**src/key_value_record_lookup_unit_defines.svh**
```systemverilog
// Assertion macros for the key/value record lookup unit.
// Used by the top level only; no other dependencies.
`ifndef KEY_VALUE_RECORD_LOOKUP_UNIT_DEFINES_SVH
`define KEY_VALUE_RECORD_LOOKUP_UNIT_DEFINES_SVH
`ifndef SYNTHESIS
// Same-cycle implication, disabled while reset is held.
`define KVRL_ASSERT_NOW(lbl, clk, rst_n, ante, cons) \
    lbl: assert property (@(posedge clk) disable iff (!(rst_n)) (ante) |-> (cons)) \
        else $error("kvrl assertion failed");
// Next-cycle implication, disabled while reset is held.
`define KVRL_ASSERT_NEXT(lbl, clk, rst_n, ante, cons) \
    lbl: assert property (@(posedge clk) disable iff (!(rst_n)) (ante) |=> (cons)) \
        else $error("kvrl assertion failed");
`else
`define KVRL_ASSERT_NOW(lbl, clk, rst_n, ante, cons)
`define KVRL_ASSERT_NEXT(lbl, clk, rst_n, ante, cons)
`endif
`endif

```
**src/kvrl_pkg.sv**
```systemverilog
// Shared types and constants of the key/value record lookup unit.
// No dependencies; imported by the channel interfaces and the top level.
`default_nettype none

package kvrl_pkg;

    localparam int unsigned KVRL_MAX_NAME_CHARS = 8;
    localparam int unsigned CHAR_W              = 8;
    localparam int unsigned NAME_CHARS_W        = 64;
    localparam int unsigned NAME_LEN_W          = 4;
    localparam int unsigned VALUE_LEN_W         = 12;
    localparam int unsigned CFG_IDX_W           = 2;
    localparam int unsigned CFG_DATA_W          = 64;

    localparam logic [CHAR_W-1:0]      SEPARATOR   = 8'h3D;
    localparam logic [CHAR_W-1:0]      NUL         = 8'h00;
    localparam logic [VALUE_LEN_W-1:0] MAX_LEN_RST = 12'd255;

    typedef enum logic [CFG_IDX_W-1:0] {
        CFG_NAME_CHARS       = 2'd0,
        CFG_NAME_LENGTH      = 2'd1,
        CFG_MAX_VALUE_LENGTH = 2'd2
    } t_cfg_idx;

    typedef enum logic [5:0] {
        PH_IDLE  = 6'b000001,
        PH_START = 6'b000010,
        PH_NAME  = 6'b000100,
        PH_EQ    = 6'b001000,
        PH_VALUE = 6'b010000,
        PH_SKIP  = 6'b100000
    } t_phase;

    typedef struct packed {
        logic [CHAR_W-1:0]      value_byte;
        logic                   value_valid;
        logic                   done_res;
        logic                   found;
        logic [VALUE_LEN_W-1:0] value_length;
    } t_result;

endpackage

`default_nettype wire

```
**src/kvrl_intf.sv**
```systemverilog
// Valid/ready channel interfaces: area bytes in, results out, register writes.
// Depends on kvrl_pkg for field widths.
`default_nettype none

interface kvrl_in_if import kvrl_pkg::*; ();
    logic              valid;
    logic              ready;
    logic [CHAR_W-1:0] area_byte;
    logic              first_byte;
    logic              last_byte;

    modport source (output valid, area_byte, first_byte, last_byte, input ready);
    modport sink   (input valid, area_byte, first_byte, last_byte, output ready);
endinterface

interface kvrl_out_if import kvrl_pkg::*; ();
    logic                   valid;
    logic                   ready;
    logic [CHAR_W-1:0]      value_byte;
    logic                   value_valid;
    logic                   done_res;
    logic                   found;
    logic [VALUE_LEN_W-1:0] value_length;

    modport source (output valid, value_byte, value_valid, done_res, found, value_length,
                    input ready);
    modport sink   (input valid, value_byte, value_valid, done_res, found, value_length,
                    output ready);
endinterface

interface kvrl_cfg_if import kvrl_pkg::*; ();
    logic                  valid;
    logic                  ready;
    logic [CFG_IDX_W-1:0]  index;
    logic [CFG_DATA_W-1:0] data;

    modport source (output valid, index, data, input ready);
    modport sink   (input valid, index, data, output ready);
endinterface

`default_nettype wire

```
**src/key_value_record_lookup_unit.sv**
```systemverilog
// Key/value record lookup: scans a settings area one byte per word and
// streams the value of the record whose name matches the configured name.
// Depends on kvrl_pkg, the kvrl_*_if interfaces and the assertion macro header.
// Usage:
//   i_in   carries one area byte per word, with first_byte marking the start
//          of the area (starts a new search, abandons any running one) and
//          last_byte marking its end.
//   o_out  carries at most one result word per input word: a value byte
//          (value_valid) and/or the end of the search (done_res, found,
//          value_length). Words that cause no result are absorbed silently.
//   i_cfg  writes name_chars (0), name_length (1), max_value_length (2);
//          always ready. Write only while no search is in flight.
// Timing: one input word per cycle while the skid register is empty. A
//   result is registered in the output register, or in the skid register
//   while the output register is held. Per byte: compares and a 12-bit count update.
// Stall: an output register plus a one-word skid register sit on the
//   result side; i_in.ready drops only while the skid register is full.
// Reset: search state returns to finished (waits for a first byte), the
//   result registers empty, and the registers take their reset values
//   (name 0, length 1, value limit 255).
`default_nettype none
`include "key_value_record_lookup_unit_defines.svh"

module key_value_record_lookup_unit import kvrl_pkg::*; #(
    parameter int unsigned MAX_NAME_CHARS = KVRL_MAX_NAME_CHARS
) (
    input  wire               i_clk,
    input  wire               i_rst_n,
    kvrl_in_if.sink           i_in,
    kvrl_out_if.source        o_out,
    kvrl_cfg_if.sink          i_cfg
);

    localparam int unsigned IDX_W      = $clog2(MAX_NAME_CHARS + 1);
    localparam int unsigned CHAR_SEL_W = (MAX_NAME_CHARS > 1) ? $clog2(MAX_NAME_CHARS) : 1;
    localparam int unsigned NAME_W     = CHAR_W * MAX_NAME_CHARS;

    // configuration registers, kept in effective form
    logic [NAME_W-1:0]      r_name_chars;
    logic [IDX_W-1:0]       r_name_len;
    logic [VALUE_LEN_W-1:0] r_max_len;

    // search state
    t_phase                 r_phase,     n_phase;
    logic [IDX_W-1:0]       r_match_idx, n_match_idx;
    logic [VALUE_LEN_W-1:0] r_value_cnt, n_value_cnt;

    // result side: output register and skid register
    t_result                r_out,  r_skid;
    logic                   r_out_valid, r_skid_valid;

    t_result                res;
    logic                   res_push;
    logic                   in_acc;
    logic                   out_take;

    // effective-value conversion of register writes
    logic [NAME_LEN_W-1:0]  wr_len;
    logic [IDX_W-1:0]       wr_len_eff;
    logic [VALUE_LEN_W-1:0] wr_max;

    // step datapath
    t_phase                 cur_phase;
    logic [IDX_W-1:0]       cur_idx;
    logic [VALUE_LEN_W-1:0] cur_cnt;
    logic [IDX_W-1:0]       m_idx;
    logic [IDX_W-1:0]       m_idx_inc;
    logic [CHAR_SEL_W-1:0]  m_sel;
    logic [CHAR_W-1:0]      m_char;
    logic [VALUE_LEN_W-1:0] cnt_inc;
    logic                   is_nul;
    logic                   active;

    assign i_cfg.ready = 1'b1;
    assign i_in.ready  = !r_skid_valid;
    assign in_acc      = i_in.valid && i_in.ready;
    assign out_take    = r_out_valid && o_out.ready;

    // ------------------------------------------------------------------
    // Configuration: clamp length to 1..MAX_NAME_CHARS, value limit to >= 1
    // ------------------------------------------------------------------
    always_comb begin
        wr_len = i_cfg.data[NAME_LEN_W-1:0];
        if (wr_len == '0) begin
            wr_len_eff = IDX_W'(1);
        end else if (32'(wr_len) > MAX_NAME_CHARS) begin
            wr_len_eff = IDX_W'(MAX_NAME_CHARS);
        end else begin
            wr_len_eff = IDX_W'(wr_len);
        end
        wr_max = i_cfg.data[VALUE_LEN_W-1:0];
        if (wr_max == '0) begin
            wr_max = VALUE_LEN_W'(1);
        end
    end

    always_ff @(posedge i_clk) begin
        if (!i_rst_n) begin
            r_name_chars <= '0;
            r_name_len   <= IDX_W'(1);
            r_max_len    <= MAX_LEN_RST;
        end else if (i_cfg.valid && i_cfg.ready) begin
            case (i_cfg.index)
                CFG_NAME_CHARS:       r_name_chars <= i_cfg.data[NAME_W-1:0];
                CFG_NAME_LENGTH:      r_name_len   <= wr_len_eff;
                CFG_MAX_VALUE_LENGTH: r_max_len    <= wr_max;
                default: ; // unknown index: drop the write
            endcase
        end
    end

    // ------------------------------------------------------------------
    // One byte step: a first byte forces a fresh search at a record start
    // ------------------------------------------------------------------
    always_comb begin
        cur_phase = i_in.first_byte ? PH_START : r_phase;
        cur_idx   = i_in.first_byte ? '0 : r_match_idx;
        cur_cnt   = i_in.first_byte ? '0 : r_value_cnt;
        is_nul    = (i_in.area_byte == NUL);
        active    = (cur_phase != PH_IDLE);

        // name compare: a record start always compares the first character
        m_idx     = (cur_phase == PH_START) ? '0 : cur_idx;
        m_idx_inc = m_idx + IDX_W'(1);
        m_sel     = CHAR_SEL_W'(m_idx);
        m_char    = r_name_chars[m_sel*CHAR_W +: CHAR_W];
        cnt_inc   = cur_cnt + VALUE_LEN_W'(1);

        n_phase     = cur_phase;
        n_match_idx = cur_idx;
        n_value_cnt = cur_cnt;
        res         = '0;

        case (cur_phase)
            PH_IDLE: ; // hold: ignore bytes until the next first byte
            PH_START, PH_NAME: begin
                if ((cur_phase == PH_START) && is_nul) begin
                    res.done_res = 1'b1;
                end else begin
                    n_match_idx = m_idx;
                    if (is_nul) begin
                        n_phase = PH_START;
                    end else if (i_in.area_byte == m_char) begin
                        n_match_idx = m_idx_inc;
                        n_phase     = (m_idx_inc >= r_name_len) ? PH_EQ : PH_NAME;
                    end else begin
                        n_phase = PH_SKIP;
                    end
                end
            end
            PH_EQ: begin
                if (i_in.area_byte == SEPARATOR) begin
                    n_phase     = PH_VALUE;
                    n_value_cnt = '0;
                end else if (is_nul) begin
                    n_phase = PH_START;
                end else begin
                    n_phase = PH_SKIP;
                end
            end
            PH_VALUE: begin
                if (is_nul) begin
                    res.done_res     = 1'b1;
                    res.found        = 1'b1;
                    res.value_length = cur_cnt;
                end else begin
                    res.value_byte  = i_in.area_byte;
                    res.value_valid = 1'b1;
                    n_value_cnt     = cnt_inc;
                    if (cnt_inc >= r_max_len) begin
                        res.done_res     = 1'b1;
                        res.found        = 1'b1;
                        res.value_length = cnt_inc;
                    end
                end
            end
            default: begin
                // skip the rest of a mismatching record
                n_phase = is_nul ? PH_START : PH_SKIP;
            end
        endcase

        // end of area without a verdict: not found, keep any value byte
        if (active && !res.done_res && i_in.last_byte) begin
            res.done_res     = 1'b1;
            res.found        = 1'b0;
            res.value_length = '0;
        end
        if (res.done_res) begin
            n_phase     = PH_IDLE;
            n_match_idx = '0;
        end
        res_push = in_acc && (res.value_valid || res.done_res);
    end

    always_ff @(posedge i_clk) begin
        if (!i_rst_n) begin
            r_phase     <= PH_IDLE;
            r_match_idx <= '0;
            r_value_cnt <= '0;
        end else if (in_acc) begin
            r_phase     <= n_phase;
            r_match_idx <= n_match_idx;
            r_value_cnt <= n_value_cnt;
        end
    end

    // ------------------------------------------------------------------
    // Result side: advance skid into the output register when it drains
    // ------------------------------------------------------------------
    always_ff @(posedge i_clk) begin
        if (!i_rst_n) begin
            r_out_valid  <= 1'b0;
            r_skid_valid <= 1'b0;
        end else if (!r_out_valid || out_take) begin
            if (r_skid_valid) begin
                r_out_valid  <= 1'b1;
                r_skid_valid <= 1'b0;
            end else begin
                r_out_valid  <= res_push;
            end
        end else if (res_push) begin
            r_skid_valid <= 1'b1;
        end
    end

    always_ff @(posedge i_clk) begin
        if (!r_out_valid || out_take) begin
            r_out <= r_skid_valid ? r_skid : res;
        end else if (res_push) begin
            r_skid <= res;
        end
    end

    assign o_out.valid        = r_out_valid;
    assign o_out.value_byte   = r_out.value_byte;
    assign o_out.value_valid  = r_out.value_valid;
    assign o_out.done_res     = r_out.done_res;
    assign o_out.found        = r_out.found;
    assign o_out.value_length = r_out.value_length;

    // ------------------------------------------------------------------
    // Assertions
    // ------------------------------------------------------------------
    `KVRL_ASSERT_NOW(a_skid_behind_out, i_clk, i_rst_n, r_skid_valid, r_out_valid)
    `KVRL_ASSERT_NOW(a_found_needs_done, i_clk, i_rst_n, r_out_valid && r_out.found, r_out.done_res)
    `KVRL_ASSERT_NOW(a_len_found, i_clk, i_rst_n, r_out_valid && !r_out.found, r_out.value_length == '0)
    `KVRL_ASSERT_NEXT(a_done_to_idle, i_clk, i_rst_n, res_push && res.done_res, r_phase == PH_IDLE)

endmodule

`default_nettype wire

```
**src/flat_wrapper.sv**
```systemverilog
// flat-port wrapper written by rule: the top's interface ports become plain ports
module key_value_record_lookup_unit_flat import kvrl_pkg::*;
#(
    parameter int unsigned MAX_NAME_CHARS = KVRL_MAX_NAME_CHARS
)
  (i_clk, i_rst_n, i_in_valid, i_in_area_byte, i_in_first_byte, i_in_last_byte, i_in_ready, o_out_valid, o_out_value_byte, o_out_value_valid, o_out_done_res, o_out_found, o_out_value_length, o_out_ready, i_cfg_valid, i_cfg_index, i_cfg_data, i_cfg_ready);
  kvrl_in_if i_in_i ();
  kvrl_out_if o_out_i ();
  kvrl_cfg_if i_cfg_i ();
  input  wire i_clk;
  input  wire i_rst_n;
  input wire logic [$bits(i_in_i.valid)-1:0] i_in_valid;
  input wire logic [$bits(i_in_i.area_byte)-1:0] i_in_area_byte;
  input wire logic [$bits(i_in_i.first_byte)-1:0] i_in_first_byte;
  input wire logic [$bits(i_in_i.last_byte)-1:0] i_in_last_byte;
  output wire logic [$bits(i_in_i.ready)-1:0] i_in_ready;
  output wire logic [$bits(o_out_i.valid)-1:0] o_out_valid;
  output wire logic [$bits(o_out_i.value_byte)-1:0] o_out_value_byte;
  output wire logic [$bits(o_out_i.value_valid)-1:0] o_out_value_valid;
  output wire logic [$bits(o_out_i.done_res)-1:0] o_out_done_res;
  output wire logic [$bits(o_out_i.found)-1:0] o_out_found;
  output wire logic [$bits(o_out_i.value_length)-1:0] o_out_value_length;
  input wire logic [$bits(o_out_i.ready)-1:0] o_out_ready;
  input wire logic [$bits(i_cfg_i.valid)-1:0] i_cfg_valid;
  input wire logic [$bits(i_cfg_i.index)-1:0] i_cfg_index;
  input wire logic [$bits(i_cfg_i.data)-1:0] i_cfg_data;
  output wire logic [$bits(i_cfg_i.ready)-1:0] i_cfg_ready;
  assign i_in_i.valid = i_in_valid;
  assign i_in_i.area_byte = i_in_area_byte;
  assign i_in_i.first_byte = i_in_first_byte;
  assign i_in_i.last_byte = i_in_last_byte;
  assign i_in_ready = i_in_i.ready;
  assign o_out_valid = o_out_i.valid;
  assign o_out_value_byte = o_out_i.value_byte;
  assign o_out_value_valid = o_out_i.value_valid;
  assign o_out_done_res = o_out_i.done_res;
  assign o_out_found = o_out_i.found;
  assign o_out_value_length = o_out_i.value_length;
  assign o_out_i.ready = o_out_ready;
  assign i_cfg_i.valid = i_cfg_valid;
  assign i_cfg_i.index = i_cfg_index;
  assign i_cfg_i.data = i_cfg_data;
  assign i_cfg_ready = i_cfg_i.ready;
  key_value_record_lookup_unit #(.MAX_NAME_CHARS(MAX_NAME_CHARS)) u_core (.i_clk(i_clk), .i_rst_n(i_rst_n), .i_in(i_in_i), .o_out(o_out_i), .i_cfg(i_cfg_i));
endmodule
```
**config.mk**
```make
export PLATFORM = sky130hd
export DESIGN_NAME = key_value_record_lookup_unit_flat
export DESIGN_NICKNAME = d
export VERILOG_FILES = /design/src/kvrl_pkg.sv /design/src/kvrl_intf.sv /design/src/key_value_record_lookup_unit.sv /design/src/flat_wrapper.sv
export VERILOG_INCLUDE_DIRS = /design/src /design/src/src
export SDC_FILE = /design/constraint.sdc
export NUM_CORES = 1
export LEC_CHECK = 0
export BUFFER_PORTS_ARGS = -buffer_cell sky130_fd_sc_hd__buf_2
export CAP_MARGIN = 20
export CORE_UTILIZATION = 52
export CTS_BUF_LIST = sky130_fd_sc_hd__clkbuf_4 sky130_fd_sc_hd__clkbuf_8 sky130_fd_sc_hd__clkbuf_16
export DETAILED_ROUTE_END_ITERATION = 10
export GPL_ROUTABILITY_DRIVEN = 0
export PLACE_DENSITY = 0.77
export SYNTH_ARGS = -nofsm -noshare
export SYNTH_HDL_FRONTEND = slang
export SYNTH_SLANG_ARGS = --single-unit
```
**constraint.sdc**
```tcl
create_clock -name i_clk -period 3.7 [get_ports i_clk]
set_clock_uncertainty 0.2 [all_clocks]
set_input_delay 0.37 -clock i_clk [delete_from_list [all_inputs] [get_ports i_clk]]
set_output_delay 0.37 -clock i_clk [all_outputs]
set_load 0.01 [all_outputs]
```
# Word-level counts from Yosys, hierarchy flattened
# Index checks and enable logic that the tools add are counted.
[op_classes]
n_addsub = 2
order_cmp = 3
eq_ne = 10
shift = 1
mux = 33
n_bitwise = 2
n_reduce_logical = 22
[ops]
columns = ["operator", "count"]
rows = [
  ["64-bit by 7-bit variable part select with 8-bit output", 1],
  ["12-bit 2-to-1 mux", 4],
  ["14-bit 2-to-1 mux", 3],
  ["6-bit 2-to-1 mux", 7],
  ["4-bit 2-to-1 mux", 10],
  ["12-bit case mux with 2 select lines", 1],
  ["23-bit 2-to-1 mux", 1],
  ["9-bit 2-to-1 mux", 2],
  ["6-bit case mux with 3 select lines", 1],
  ["13-bit 2-to-1 mux", 1],
  ["12-bit by 1-bit adder with 12-bit output (second input constant)", 1],
  ["12-bit >= comparator", 1],
  ["12-bit logical NOT", 1],
  ["8-bit by 6-bit equality test with 1-bit output (second input constant)", 1],
  ["8-bit equality test", 1],
  ["8-bit logical NOT", 1],
  ["2-bit AND reduction", 4],
  ["6-bit by 1-bit equality test with 1-bit output (second input constant)", 1],
  ["6-bit by 2-bit equality test with 1-bit output (second input constant)", 1],
  ["6-bit by 3-bit equality test with 1-bit output (second input constant)", 1],
  ["6-bit by 4-bit equality test with 1-bit output (second input constant)", 1],
  ["6-bit by 5-bit equality test with 1-bit output (second input constant)", 1],
  ["1-bit logical AND", 6],
  ["6-bit by 1-bit != test with 1-bit output (second input constant)", 1],
  ["13 further kinds", 20],
]
[word_totals]
reg_bits = 150
word_cells = 91

# Logic depth before layout (Yosys ltp)
[depth]
ltp_word = 13
mapped_depth = 18
depth_no_buf = 16

# Least setup slack after synthesis
# No wires, ideal clock.
[synth_path]
kind = "input -> register"
from = "in i_in_first_byte"
to = "reg u_core.r_out, in the netlist u_core.o_out.done_res, data pin"
setup_ps = 260
arrival_ps = 3609
required_ps = 3240
path_slack_ps = -369
cell_stages = 16
n_path_buf = 2
cell_sequence = "clkbuf_1 > clkbuf_1 > nand2b_1 > inv_1 > ha_1 > nand3_1 > nor3_1 > and4b_1 > xnor2_1 > ha_1 > a2111oi_0 > o311a_1 > o211ai_1 > a21oi_1 > inv_1 > mux2_2"
[synth_lines]
columns = ["element", "line", "text"]
rows = [
  ["start, declared", "flat_wrapper.sv:14", "input wire logic [$bits(i_in_i.first_byte)-1:0] i_in_first_byte;"],
  ["end signal, assigned", "key_value_record_lookup_unit.sv:229", "r_out <= r_skid_valid ? r_skid : res;"],
  ["end, declared", "key_value_record_lookup_unit.sv:49", "t_result r_out, r_skid;"],
]

==> results.txt <==
Post-route cell area - 9550 um2
Total Routing Usage GR - 28.1%
Fraction of layout cells with a size suffix above 1 - 21.7%
Nets@finish - 1107
Hold depth - 3
Hold Startpoint - i_cfg_data[36]
R2r worst-path depth - 11
VDD IR max - 0.377 mV
Final setup vio count - 0
GR Overflow Total - 0
Unrepaired setup endpoints after global routing - no
Sequential share of power - 44.1%
Buffers and inverters on the worst path - 1
Net Sw Power - 0.894 mW
Clk buf depth - 2
Core Util, Final - 68.0%
Top cells by area, synth - dfxtp_1, edfxtp_1, nand2_1
DRT Pass-1 Iters - 5
Initial Util - 53.9%
Vias/cell - 5.79
Max-cap violation count - 0
Lkg Pwr - 3.81 nW
Max frequency - 0.286 GHz
Reg2reg start - u_core.r_value_cnt[2]
Asr flop ratio synth - 0%
I/O pin count - 107
CTS HTree Levels - 4
Top FF cell, synth - dfxtp_1
Largest net degree at the start of global routing - 83
Hold endpoint - u_core.r_name_chars[36]
Clock latency at the later pin of the worst-skew pair - 430 ps
Post-synthesis cell area - 7570 um2
Initial antenna violation count - 0
Post-Route WL - 20.2 mm
Power density cells - 417 nW/um2
Reg2reg end - u_core.o_out.value_length[9]
Switch share - 22.4%
Vias in the first global route - 6540
Slew margin rel. - 53.5%
Critical path's top delay family - simple AND/OR/NAND/NOR gates
Syn Nets - 957
Clock slew at reported path FFs - 60 ps
Worst-Margin Slew - 695 ps
Mapped Cells - 858
Critical Path AT - 3480 ps
Setup crit end kind - register
Multi-input logic area - 3810 um2
FF+latch area - 3470 um2
Hold Violations, Final - 0
Placed Cells incl. Taps - 1115
FILL cells - 1110
Total number of vias - 6956
DRC - 0
Worst hold path class - primary input to register
Antenna cells - 0
Internal Power - 3.09 mW
Period utilization - 94.7%
Wire per inst - 16.8 um
FP Rows - 43
Most frequent cells in the layout - nand2_1, buf_2, dfxtp_1
Most common cell after layout, fill and taps aside - nand2_1
Die Y - 123 um
Placeable core area - 14000 um2
Pins Over Slew Limit - 0
Worst EP required - 3680 ps
Clk pwr share - 47.7%
Clock net sink count - 150
Area leader, netlist - dfxtp_1
Number of synthesized register bits - 150
Global-route wire length before repair - 32.5 mm
CTS tree - yes
Final ANT Viol Nets - 0
Reg2reg setup slack - 200 ps
DIE AREA - 15000 um2
Crit-path slowest cell - dfxtp_1
Kind of critical path - register to register
CP max stage delay - 460 ps
Comb pwr share - 8.2%
PortBufs - 105
YS warnings - 0
CP Max Fanout - 5
Overall power - 3.98 mW
Die Wd - 123 um
Hpwl dp - 13.2 mm
Startpoint class of the critical path - register
Cells along the critical path - nand4_1, nor4_2, and4b_1, xnor2_1, ha_1, a2111oi_4, o311a_1, o211ai_1, buf_4, and3_1, mux2_2
Root buf cell - clkbuf_16
Number of CTS-inserted buffers - 17
Syn avg cell area - 8.82 um2
Post-synth top area share - 27.5%
Post-synth EDFFs - 46
Status - finished clean
Area grow syn2layout - 26.2%
Layout Cells excl Fill - 1201
Synth cell types - 73
Min cycle time layout - 3500 ps
Placed cell area - 8340 um2
Sequential element share of the synthesized area - 45.8%
Initial DRC count - 534
==> how the worst max path moves through the flow <==
stage	from	slack [ps]	depth (start not counted)	to
4_1_cts	u_core.r_value_cnt[1]	20	14	u_core.o_out.done_res
2_1_floorplan	i_in_first_byte	20	16	u_core.o_out.done_res
5_1_grt	u_core.r_value_cnt[2]	20	11	u_core.o_out.value_length[9]
3_5_place_dp	i_in_first_byte	-130	13	u_core.o_out.done_res
6_report	u_core.r_value_cnt[2]	200	11	u_core.o_out.value_length[9]
3_3_place_gp	i_in_first_byte	120	13	u_core.o_out.done_res
==> worst reg2reg max path, cell delays in order, from the launching register on <==
cell and delay (ps):
dfxtp_1 460, nand4_1 190, nor4_2 210, and4b_1 320, xnor2_1 120, ha_1 360
a2111oi_4 350, o311a_1 250, o211ai_1 170, buf_4 190, and3_1 160, mux2_2 260
==> power groups by stage <==
stage                     clock network (mW)  registers (mW)  logic, mW
after CTS                               1.91            1.76      0.317
after floorplan                            0            1.79      0.162
final                                   1.90            1.76      0.328
after detailed placement                   0            1.79      0.275
after global routing                    1.98            1.76      0.359
after global placement                     0            1.79      0.272
==> metal layers <==
metal / GRT usage (%) / wire length (um) / up-vias
li1: - / - / 3337
met1: 37.0 / 8950 / 3312
met2: 45.6 / 9500 / 274
met3: 6.32 / 1360 / 33
met4: 9.22 / 399 / 0
met5: 0 / 0 / -
==> cells in the mapped netlist, types with 5 or more instances <==
master,n
a21o_1,10
a21oi_1,95
a221o_1,8
a221oi_1,8
a22oi_1,14
and3_1,9
buf_2,5
clkbuf_1,40
dfxtp_1,104
edfxtp_1,46
ha_1,18
inv_1,28
mux2_2,22
mux2i_1,8
nand2_1,184
nand2b_1,14
nand3_1,13
nand4_1,7
nor2_1,52
nor2b_1,10
nor3_1,26
nor4_1,6
o211ai_1,13
o21ai_0,8
o31ai_1,8
xnor2_1,14
xor2_1,10
==> cell type report <==
cell class | instances | area share [%]
timing repair buffer | 186 | 13.5
tap | 180 | 2.36
clock buffer | 19 | 4.61
inverter | 30 | 1.18
clock inverter | 13 | 2.14
sequential | 150 | 36.3
multi-input combinational | 623 | 39.9
==> state kept, by name, indices dropped and copies added (netlist names) <==
register / flops
u_core.r_skid: 23
u_core.o_out.value_valid: 1
u_core.r_phase: 6
u_core.r_value_cnt: 12
u_core.r_name_len: 4
u_core.r_max_len: 12
u_core.o_out.found: 1
u_core.r_skid_valid: 1
u_core.r_match_idx: 4
u_core.o_out.value_length: 12
u_core.o_out.value_byte: 8
u_core.o_out.valid: 1
u_core.o_out.done_res: 1
u_core.r_name_chars: 64
==> metrics by stage <==
stage                     hold WS (ps)  setup WS, ps  setup TNS [ps]
final                             12.3           198               0
after global routing              10.8          19.1               0
after CTS                        0.436          18.7               0
after detailed placement           243          -132            -661
after global placement             239           116               0
after floorplan                    232          19.9               0
==> logic make-up (layout without fill, tap and decap cells) <==
logic type | count (synthesis) | count (layout) | synth area share, %
AOI/OAI and AO/OA | 201 | 201 | 17.7
muxes | 35 | 35 | 5.18
buffers and inverters | 85 | 248 | 4.75
other | 1 | 1 | 0.0496
xor gates and xnor gates | 24 | 24 | 2.78
adders and majority gates | 18 | 18 | 2.98
DFF | 150 | 150 | 45.8
and+or+nand+nor | 344 | 344 | 20.8
==> repair_timing <==
item / CTS / global route
hold buffers: 50 / 0
gates resized for setup: 0 / 8
hold endpoints to repair: 51 / 0
buffers inserted: 0 / 2
setup endpoints to repair: 0 / 24
(Power assumes the default switching activity.)
